File: config.mk
export PLATFORM = sky130hd
export DESIGN_NAME = gsa_first_zero
export DESIGN_NICKNAME = d
export VERILOG_FILES = /design/src/gsa_pkg.sv /design/src/gsa_first_zero.sv
export SDC_FILE = /design/constraint.sdc
export NUM_CORES = 1
export LEC_CHECK = 0
export BUFFER_PORTS_ARGS = -buffer_cell sky130_fd_sc_hd__buf_2
export CORE_AREA = 2 2 39 41
export DETAILED_ROUTE_END_ITERATION = 7
export DIE_AREA = 0 0 41 43
export GPL_ROUTABILITY_DRIVEN = 1
export GPL_TIMING_DRIVEN = 0
export PLACE_DENSITY = 0.67
export RECOVER_POWER = 100
export SYNTH_ARGS = -nofsm -noshare
export SYNTH_HDL_FRONTEND = slang
export SYNTH_SLANG_ARGS = --single-unit
export TNS_END_PERCENT = 5
File: constraint.sdc
create_clock -name vclk -period 0.9
set_input_delay 0.045 -clock vclk [all_inputs]
set_output_delay 0.045 -clock vclk [all_outputs]
set_load 0.02 [all_outputs]
File: src/gsa_pkg.sv
// Shared types and constants for the generational slot allocator.
`default_nettype none
package gsa_pkg;

  // default geometry
  localparam int SLOTS_DEF    = 1024;
  localparam int GEN_BITS_DEF = 16;

  // active bits are stored this many to a memory word
  localparam int WORD_BITS = 32;
  localparam int BIT_W     = 5;

  // fixed transaction field widths
  localparam int IDX_IN_W = 10;
  localparam int GEN_IO_W = 16;

  typedef enum logic [1:0] {
    MODE_ALLOC   = 2'd0,
    MODE_FORCE   = 2'd1,
    MODE_RELEASE = 2'd2,
    MODE_CHECK   = 2'd3
  } mode_t;

  typedef enum logic [1:0] {
    STS_OK    = 2'd0,
    STS_FULL  = 2'd1,
    STS_RANGE = 2'd2,
    STS_STALE = 2'd3
  } status_t;

  typedef enum logic [1:0] {
    ST_CLEAR,
    ST_IDLE,
    ST_FIND,
    ST_UPDATE
  } state_t;

endpackage
`default_nettype wire

File: src/gsa_first_zero.sv
// Priority encoder that finds the lowest clear bit of a vector.
`default_nettype none
module gsa_first_zero
  import gsa_pkg::*;
#(
  parameter int W  = WORD_BITS,
  parameter int IW = (W > 1) ? $clog2(W) : 1
) (
  input  wire logic [W-1:0]  bits,
  output logic               found,
  output logic [IW-1:0]      pos
);

  // scan from the top so the lowest clear bit wins
  always_comb begin
    found = 1'b0;
    pos   = '0;
    for (int i = W - 1; i >= 0; i--) begin
      if (!bits[i]) begin
        found = 1'b1;
        pos   = IW'(i);
      end
    end
  end

endmodule
`default_nettype wire

Yosys cells after proc, flatten, opt, wreduce, memory -nomap -nowiden
Index checks and enable logic that the tools add are counted.
{ "op_classes": {"div_mod_pow": 0, "add_sub_neg": 0, "shifts": 0, "n_reduce_logical": 0, "n_eq_ne": 0, "bitwise_logic": 0, "mul": 0, "n_lt_le_gt_ge": 0, "muxes": 64} }
{ "op_table": {"columns": ["cell", "count"], "rows": [
  ["two-way mux 5 bit", 32],
  ["two-way mux 1 bit", 32]
]} }
{ "word_totals": {"latchBits": 0, "regBits": 0, "romBits": 0, "out_inout_bits": 6, "mem_count": 0, "mem_bits_rw": 0, "in_bits": 32} }

Logic depth before layout (Yosys ltp)
Gate-level depths: netlist of the first run.
{ "logic_depth": {"ltp_word": 32, "ltp_mapped": 5} }

Worst setup path after synthesis of the first run
OpenSTA, ideal clock, no wires.
{ "synth_path": {"kind": "input-to-output", "start": "input port bits[2]", "end": "output port pos[4]", "cell_stages": 3, "setup_slack_ns": -0.153, "arrival_time_ns": 1.008, "cell_sequence": "nand4_1 > or3_4 > nor4_2"} }
{ "synth_between": {"elab_chain_len": 3} }
{ "synth_lines": {"columns": ["item", "line_no", "text"], "rows": [
  ["start: declaration", "gsa_first_zero.sv:9", "input wire logic [W-1:0] bits,"],
  ["two-way mux 5 bit (3 in series)", "gsa_first_zero.sv:19", "if (!bits[i]) begin"],
  ["end: declaration", "gsa_first_zero.sv:11", "output logic [IW-1:0] pos"]
]} }
No other way between the ends.

Worst setup path after layout of the first run
{ "layout_path": {"start": "input port bits[11]", "end": "output port pos[0]"} }
{ "layout_between": {"elab_chain_len": 12} }
{ "layout_lines": {"columns": ["item", "line_no"], "rows": [
  ["two-way mux 5 bit (12 in series)", "gsa_first_zero.sv:19"]
]} }
No other way between the ends.

==> results.yml, run 1 <==
routing:
  first_pass_iters: 4
  post-route-drc-count: 0
  ant_nets: 0
  avgRoutedWirePerCell_um: 10.7
  routed_wl_um: 1290
  drt_iter0_drc: 16
  vias_per_cell: 5.48
  via_count: 663
timing:
  slew_viol_final: 0
  fin_tns_setup_ns: -0.913
  fmax_mhz: 868
  min_period_ns: 1.15
  fin_crit_sh_pct: 128
  setup_viol_count_final: 6
  slew_headroom_pct: 82.4
  rsz0062_at_grt: "yes"
  finalHoldViolCount: 0
  setup_slack_ns: -0.252
  tightest_slew_ns: 0.263
synth:
  yosysSeqAreaShare_pct: 0
  synthDistinctLibCells: 22
  yosys-top-cells-area: "nand4_1, nand2_1, nand3_1"
  ys_warn_count: 0
  syn_inst: 66
  synth_area_um2: 393
  yosysTopAreaCellShare_pct: 14.3
  synth.avg_cell_area_um2: 5.95
  syn_nets: 98
  yosysTopAreaCell: "nand4_1"
finish:
  drive_gt1_share_pct: 45.7
  seq_cells: 0
  diodes: 0
  areaGrowthSynthToFinish_pct: 69.1
  layout_common_cells: "buf_2, nand2_1, nand4_1"
  n_fill_cell: 171
  final_cells: 121
  final_common_cell: "buf_2"
  register_area_um2: 0
  final_nets: 139
  nClkBuffers: 0
global_routing:
  grt_pass1_vias: 533
  grt_pass1_wl_um: 1980
  grt-ovfl-total: 0
  antenna_found_initial: 0
  track_usage_pct: 15.0
  grt_max_degree: 6
floorplan:
  pin_count: 38
  start_util_pct: 28.4
  fp.dieH_um: 43
  rows: 14
  die_w_um: 41
  coreArea_um2: 1380
  dieArea_um2: 1760
place:
  dp_cells: 120
  dp_hpwl_um: 1120
  io_buffers: 38
  globalplace.congestion: 0.749
  preCtsSetupSlack_ns: -0.312
worst_setup_path:
  cp.arrival_ns: 1.11
  end_kind: "primary output"
  crit_fanout: 2
  critical_path_class: "input pin to primary output"
  crit_required_ns: 0.85
  cp-start-kind: "input pin"
power_and_ir_drop:
  power.density_nw_per_um2: 342
  ir_drop_mv: 0.155
  leakagePower_nw: 0.306
outcome:
  outcome: "finished with violations"
  failed_checks: "negative setup slack"
job:
  maxCapViolCount: 0
worst_hold_path:
  holdCritPathClass: "input pin to primary output"
clock_tree:
  cts_hold_buf: 0
[worst paths after layout]
path / depth (start not counted) / slack (ns) / start / to
setup / recovery: 7 / -0.25 / bits[11] / pos[0]
hold / removal: 3 / 0.47 / bits[0] / pos[0]
[cells in the mapped netlist]
cell type   n
nor3_4      1
o221a_2     1
nor3_1      1
nand2b_1    1
nand2_1    11
nor4_2      1
o21ai_0     4
a2111oi_2   1
o21bai_1    1
nor2_1      4
nand4_1     9
and4_1      1
or3_4       2
a31oi_1     4
o21ai_1     1
inv_1       6
nand3b_1    2
nand3_1     6
a21o_1      1
o2111ai_1   2
a211oi_1    1
a21oi_1     5
[critical path, cell delays in order]
cell and delay (ns):
buf_8 0.10, inv_4 0.04, o21ai_2 0.04, a21o_1 0.18, a2111oi_2 0.33, o221a_2 0.26, buf_6 0.12
[per-stage QoR]
stage / cell area [µm²] / util, % / hold slack, ns / power [W]
global route: 664 / 48.0 / 0.469 / 0.000252
finish: 664 / 48.0 / 0.468 / 0.000227
detailed placement: 612 / 44.2 / 0.471 / 0.000202
floorplan: 402 / - / 0.235 / 0.0000750
CTS: 658 / 47.6 / 0.462 / 0.000223
global placement: 612 / 44.2 / 0.475 / 0.000199
[power by group]
| part | switching [W] | internal (W) | total [W] | leakage, nW |
|---|---|---|---|---|
| Clock | 0 | 0 | 0 | 0 |
| Sequential | 0 | 0 | 0 | 0 |
| Combinational | 0.000119 | 0.000108 | 0.000227 | 0.306 |
[metal layers]
metal	wire length (µm)	share of wire [%]	vias up	track usage, %
met2	594	46	31	25.9
met1	571	44	292	20.3
met5	0	0	-	0
li1	-	-	340	-
met3	124	9.6	0	0.524
met4	0	0	0	1.33
[area by class of cell]
| class | count | area (µm²) | share of cell area, % |
|---|---|---|---|
| Inverter | 6 | 25.0 | 3.77 |
| Multi-Input combinational cell | 60 | 388 | 58.4 |
| Tap cell | 16 | 20.0 | 3.01 |
| Timing Repair Buffer | 39 | 231 | 34.8 |
[timing repair]
item / CTS / global route
pin swaps: 6 / 0
endpoints found under the setup margin: 6 / 6
buffers inserted: 1 / 0
cloned: 0 / 0
gates resized for setup: 10 / 3
[logic make-up (layout without fill, tap and decap cells)]
family          after synthesis  count (layout)  synth area share (%)
simple gates                 39              39                  58.3
compound gates               21              21                  36.0
buf+inv                       6              45                  5.73
No activity file was read; power rests on OpenSTA's default activity.
==> inputs of run 2 (changes only) <==
--- a/config.mk
+++ b/config.mk
@@ -5,13 +5,13 @@
 export SDC_FILE = /design/constraint.sdc
 export NUM_CORES = 1
 export LEC_CHECK = 0
+export ABC_AREA = 1
 export BUFFER_PORTS_ARGS = -buffer_cell sky130_fd_sc_hd__buf_2
 export CORE_AREA = 2 2 39 41
 export DETAILED_ROUTE_END_ITERATION = 7
 export DIE_AREA = 0 0 41 43
 export GPL_ROUTABILITY_DRIVEN = 1
 export GPL_TIMING_DRIVEN = 0
-export PLACE_DENSITY = 0.67
 export RECOVER_POWER = 100
 export SYNTH_ARGS = -nofsm -noshare
 export SYNTH_HDL_FRONTEND = slang
==> run 2 against run 1 <==
The flow still finishes with violations (negative setup slack). Core utilization shrank 5.8 points. Critical path depth rose by 26. Global-route usage decreased by 2.9 points.
==> results.yml, run 2 <==
outcome:
  outcome: "finished with violations"
  failed_checks: "negative setup slack"
timing:
  fin_crit_sh_pct: 199
  rsz0062_at_grt: "yes"
  fin_hold_ws_ns: 0.393
  fin_tns_setup_ns: -1.27
  min_period_ns: 1.79
  slew_headroom_pct: 84.3
  finalHoldViolCount: 0
  tightest_slew_ns: 0.233
  fmax_mhz: 557
  setup_slack_ns: -0.895
  slew_viol_final: 0
  setup_viol_count_final: 2
synth:
  synth_top_family_by_area: "simple AND/OR/NAND/NOR gates"
  yosysTopAreaCell: "nand2_1"
  synthSimpleGateAreaFrac_pct: 78.9
  synth_area_um2: 333
  synth_compound_area_share_pct: 16.5
  yosys-top-cells-area: "nand2_1, nor2_1, a31oi_1"
  syn_inst: 78
  synthAdderAreaFrac_pct: 0
  yosysSeqAreaShare_pct: 0
  yosysMostFrequentCell: "nand2_1"
  synthTopCellsByCount: "nand2_1, nor2_1, a31oi_1, inv_1, nand4_1"
  yosysTopAreaCellShare_pct: 54.1
  synthDistinctLibCells: 11
  synth_xor_area_share_pct: 0
  synth.area.mux_share_pct: 0
  ys_warn_count: 0
  syn_nets: 110
  synth.avg_cell_area_um2: 4.27
finish:
  register_area_um2: 0
  final_area_um2: 584
  seq_cells: 0
  layout_common_cells: "nand2_1, buf_2, nor2_1, nor2_2"
  drive_gt1_share_pct: 39.7
  areaGrowthSynthToFinish_pct: 75.6
  diodes: 0
  final_common_cell: "nand2_1"
  nClkBuffers: 0
  final_nets: 150
worst_setup_path:
  critical_path.most_common_cell: "nand2_1"
  crit_fanout: 3
  cp.arrival_ns: 1.75
  end_kind: "primary output"
  cp_slowest_cell: "buf_6"
  path_buf_inv: 3
  crit_path_max_incr_delay_ns: 0.12
  cp-start-kind: "input pin"
  critical_path_class: "input pin to primary output"
  crit_required_ns: 0.85
  cpLargestDelayFamily: "simple AND/OR/NAND/NOR gates"
job:
  maxCapViolCount: 0
place:
  preCtsSetupSlack_ns: -0.985
  placed_cell_area_um2: 551
  io_buffers: 38
  globalplace.congestion: 0.693
  dp_hpwl_um: 898
clock_tree:
  cts_hold_buf: 0
  cts_setup_buffers: 0
power_and_ir_drop:
  power.density_nw_per_um2: 366
  swShare_pct: 51.4
  ir_drop_mv: 0.116
  p_switching_w: 0.000110
  clock_power_share_pct: 0
  seqPwrFrac_pct: 0
  pwr-share-comb_pct: 100.0
  power.internal_w: 0.000104
  leakagePower_nw: 0.323
floorplan:
  coreArea_um2: 1380
  pin_count: 38
  rows: 14
  fp.dieH_um: 43
  dieArea_um2: 1760
  start_util_pct: 24.1
  die_w_um: 41
worst_hold_path:
  worstHoldEndpoint: "pos[0]"
  holdCritPathClass: "input pin to primary output"
  min_from: "bits[1]"
  whs_path_depth: 3
routing:
  drt_iter0_drc: 10
  routed_wl_um: 946
  via_count: 592
  post-route-drc-count: 0
  first_pass_iters: 2
  ant_nets: 0
  avgRoutedWirePerCell_um: 7.17
  vias_per_cell: 4.48
global_routing:
  grt-ovfl-total: 0
  grt_max_degree: 4
  track_usage_pct: 12.1
  grt_pass1_wl_um: 1660
  antenna_found_initial: 0
  grt_pass1_vias: 481
## run 2: changes by cell type in the layout (fill, tap and decap cells not counted), sizes merged, moves of 2 or more
cell     change
inv          -2
o21ai        -5
a21oi        -3
nand4        -5
nand3        -4
o2111ai      -2
nand3b       -2
nand2       +37
or3          -2
nor2         +6
## run 2: cell families after synthesis
kind of cell,after synthesis
and+or+nand+nor,66
AOI/OAI and AO/OA,8
buffers and inverters,4
## run 2: repair_timing
action	in CTS	in global routing
pin swaps	0	4
gates resized for setup	8	4
setup endpoints to repair	4	6
## run 2: area by class of cell
| type | count | area [µm²] |
|---|---|---|
| repair buffers | 38 | 209 |
| inverters | 4 | 15.0 |
| fillers | 176 | 800 |
| well taps | 16 | 20.0 |
| multi-input cells | 74 | 340 |
## run 2: how the worst max path moves through the flow
| stage | depth (start not counted) | end | slack (ns) | startpoint |
|---|---|---|---|---|
| 2_1_floorplan | 31 | pos[0] | -0.64 | bits[31] |
| 3_3_place_gp | 33 | pos[0] | -0.97 | bits[31] |
| 3_5_place_dp | 33 | pos[0] | -0.98 | bits[31] |
| 4_1_cts | 33 | pos[0] | -0.92 | bits[31] |
| 5_1_grt | 33 | pos[0] | -1.25 | bits[31] |
| 6_report | 33 | pos[0] | -0.89 | bits[31] |
## run 2: layer usage
layer,vias up,global-route usage [%],wire length [µm]
met1,245,16.1,400
met4,0,0,0
met2,13,21.9,483
li1,334,-,-
met3,0,0,62
met5,-,0,0
## run 2: per-stage QoR
stage	utilization, %	power (W)	cells
final	42.2	0.000214	132
after global routing	42.2	0.000246	132
after CTS	41.4	0.000212	132
after detailed placement	39.8	0.000200	132
after global placement	39.8	0.000197	132
after floorplan	-	0.0000915	78
## run 2: power by group through the flow
stage | sequential (W) | combinational (W) | clock [W]
final | 0 | 0.000214 | 0
after global placement | 0 | 0.000197 | 0
after CTS | 0 | 0.000212 | 0
after floorplan | 0 | 0.0000915 | 0
after detailed placement | 0 | 0.000200 | 0
after global routing | 0 | 0.000246 | 0
==> inputs of run 3 (changes only) <==
--- a/config.mk
+++ b/config.mk
@@ -7,12 +7,14 @@
 export LEC_CHECK = 0
 export ABC_AREA = 1
 export BUFFER_PORTS_ARGS = -buffer_cell sky130_fd_sc_hd__buf_2
+export CAP_MARGIN = 20
 export CORE_AREA = 2 2 39 41
 export DETAILED_ROUTE_END_ITERATION = 7
 export DIE_AREA = 0 0 41 43
 export GPL_ROUTABILITY_DRIVEN = 1
 export GPL_TIMING_DRIVEN = 0
 export RECOVER_POWER = 100
+export SKIP_LAST_GASP = 1
 export SYNTH_ARGS = -nofsm -noshare
 export SYNTH_HDL_FRONTEND = slang
 export SYNTH_SLANG_ARGS = --single-unit
==> run 3 against run 2 <==
The run still ends with negative setup slack left. Via count up 0.17%. Critical path depth unchanged. Fmax down 1.7%. Sequential cell count unchanged. First-iteration DRC count down 40%. Total power down 4.4%. Die area unchanged. Final area down 4.3%. Count of clock-buffer cells in the layout unchanged. Core utilization down 1.8 points.
==> results.yml, run 3 (synthesis results as in run 2) <==
outcome:
  outcome: "finished with violations"
  failed_checks: "negative setup slack"
global_routing:
  grt-ovfl-total: 0
  antenna_found_initial: 0
  track_usage_pct: 12.1
  grt_pass1_wl_um: 1660
  grt_max_degree: 4
  grt_pass1_vias: 481
floorplan:
  fp.dieH_um: 43
  pin_count: 38
  start_util_pct: 24.1
  dieArea_um2: 1760
  rows: 14
  die_w_um: 41
  coreArea_um2: 1380
worst_hold_path:
  worstHoldEndpoint: "pos[0]"
  whs_path_depth: 3
  holdCritPathClass: "input pin to primary output"
  min_from: "bits[1]"
worst_setup_path:
  cp.arrival_ns: 1.78
  end_kind: "primary output"
  crit_path_max_incr_delay_ns: 0.12
  cpLargestDelayFamily: "simple AND/OR/NAND/NOR gates"
  crit_fanout: 3
  critical_path.most_common_cell: "nand2_1"
  cp-start-kind: "input pin"
  path_buf_inv: 3
  cp_slowest_cell: "buf_6"
  crit_required_ns: 0.85
  critical_path_class: "input pin to primary output"
finish:
  fin_util_pct: 40.4
  areaGrowthSynthToFinish_pct: 68.0
  layout_common_cells: "nand2_1, buf_2, nor2_1"
  nClkBuffers: 0
  register_area_um2: 0
  drive_gt1_share_pct: 34.5
  diodes: 0
  n_fill_cell: 177
  multi_input_area_um2: 328
  final_nets: 150
  seq_cells: 0
  final_common_cell: "nand2_1"
place:
  dp_hpwl_um: 898
  globalplace.congestion: 0.693
  io_buffers: 38
  preCtsSetupSlack_ns: -0.985
routing:
  routed_wl_um: 951
  ant_nets: 0
  vias_per_cell: 4.49
  via_count: 593
  first_pass_iters: 2
  drt_iter0_drc: 6
  post-route-drc-count: 0
  avgRoutedWirePerCell_um: 7.20
timing:
  min_period_ns: 1.83
  finalHoldViolCount: 0
  fin_crit_sh_pct: 203
  fin_hold_ws_ns: 0.393
  fin_tns_setup_ns: -1.32
  rsz0062_at_grt: "yes"
  slew_headroom_pct: 84.4
  tightest_slew_ns: 0.233
  fmax_mhz: 548
  setup_viol_count_final: 3
  slew_viol_final: 0
  setup_slack_ns: -0.926
clock_tree:
  cts_hold_buf: 0
  cts_setup_buffers: 0
power_and_ir_drop:
  power.density_nw_per_um2: 365
  leakagePower_nw: 0.322
  ir_drop_mv: 0.116
job:
  maxCapViolCount: 0
[run 3: cell counts in the layout (fill, tap and decap cells not counted)]
Identical to the previous run, type by type.
[run 3: cell type report]
type                       instances  area share (%)
multi-input combinational         74            58.6
timing repair buffer              38            35.1
tap                               16            3.58
inverter                           4            2.68
[run 3: power by group]
group | switching (W) | total [W] | internal [W]
sequential | 0 | 0 | 0
combinational | 0.000106 | 0.000204 | 0.0000978
clock | 0 | 0 | 0
total | 0.000106 | 0.000204 | 0.0000978
[run 3: stage by stage]
step,area [µm²],cells,power (W)
floorplan,340,78,0.0000915
global placement,551,132,0.000197
detailed placement,551,132,0.000200
CTS,559,132,0.000206
global route,559,132,0.000237
finish,559,132,0.000204
[run 3: timing repair]
| item | CTS | global route |
|---|---|---|
| pin swaps | 0 | 1 |
| endpoints found under the setup margin | 4 | 6 |
| resized for setup | 3 | 0 |
[run 3: how the worst max path moves through the flow]
stage / from / cells past startpoint / to
floorplan: bits[31] / 31 / pos[0]
global placement: bits[31] / 33 / pos[0]
detailed placement: bits[31] / 33 / pos[0]
CTS: bits[31] / 33 / pos[0]
global route: bits[31] / 33 / pos[0]
finish: bits[31] / 33 / pos[0]
[run 3: per-layer routing]
| metal | global-route usage [%] | share of wire, % | vias up |
|---|---|---|---|
| li1 | - | - | 333 |
| met1 | 16.1 | 43 | 247 |
| met2 | 21.9 | 50 | 13 |
| met3 | 0 | 6.4 | 0 |
| met4 | 0 | 0 | 0 |
| met5 | 0 | 0 | - |
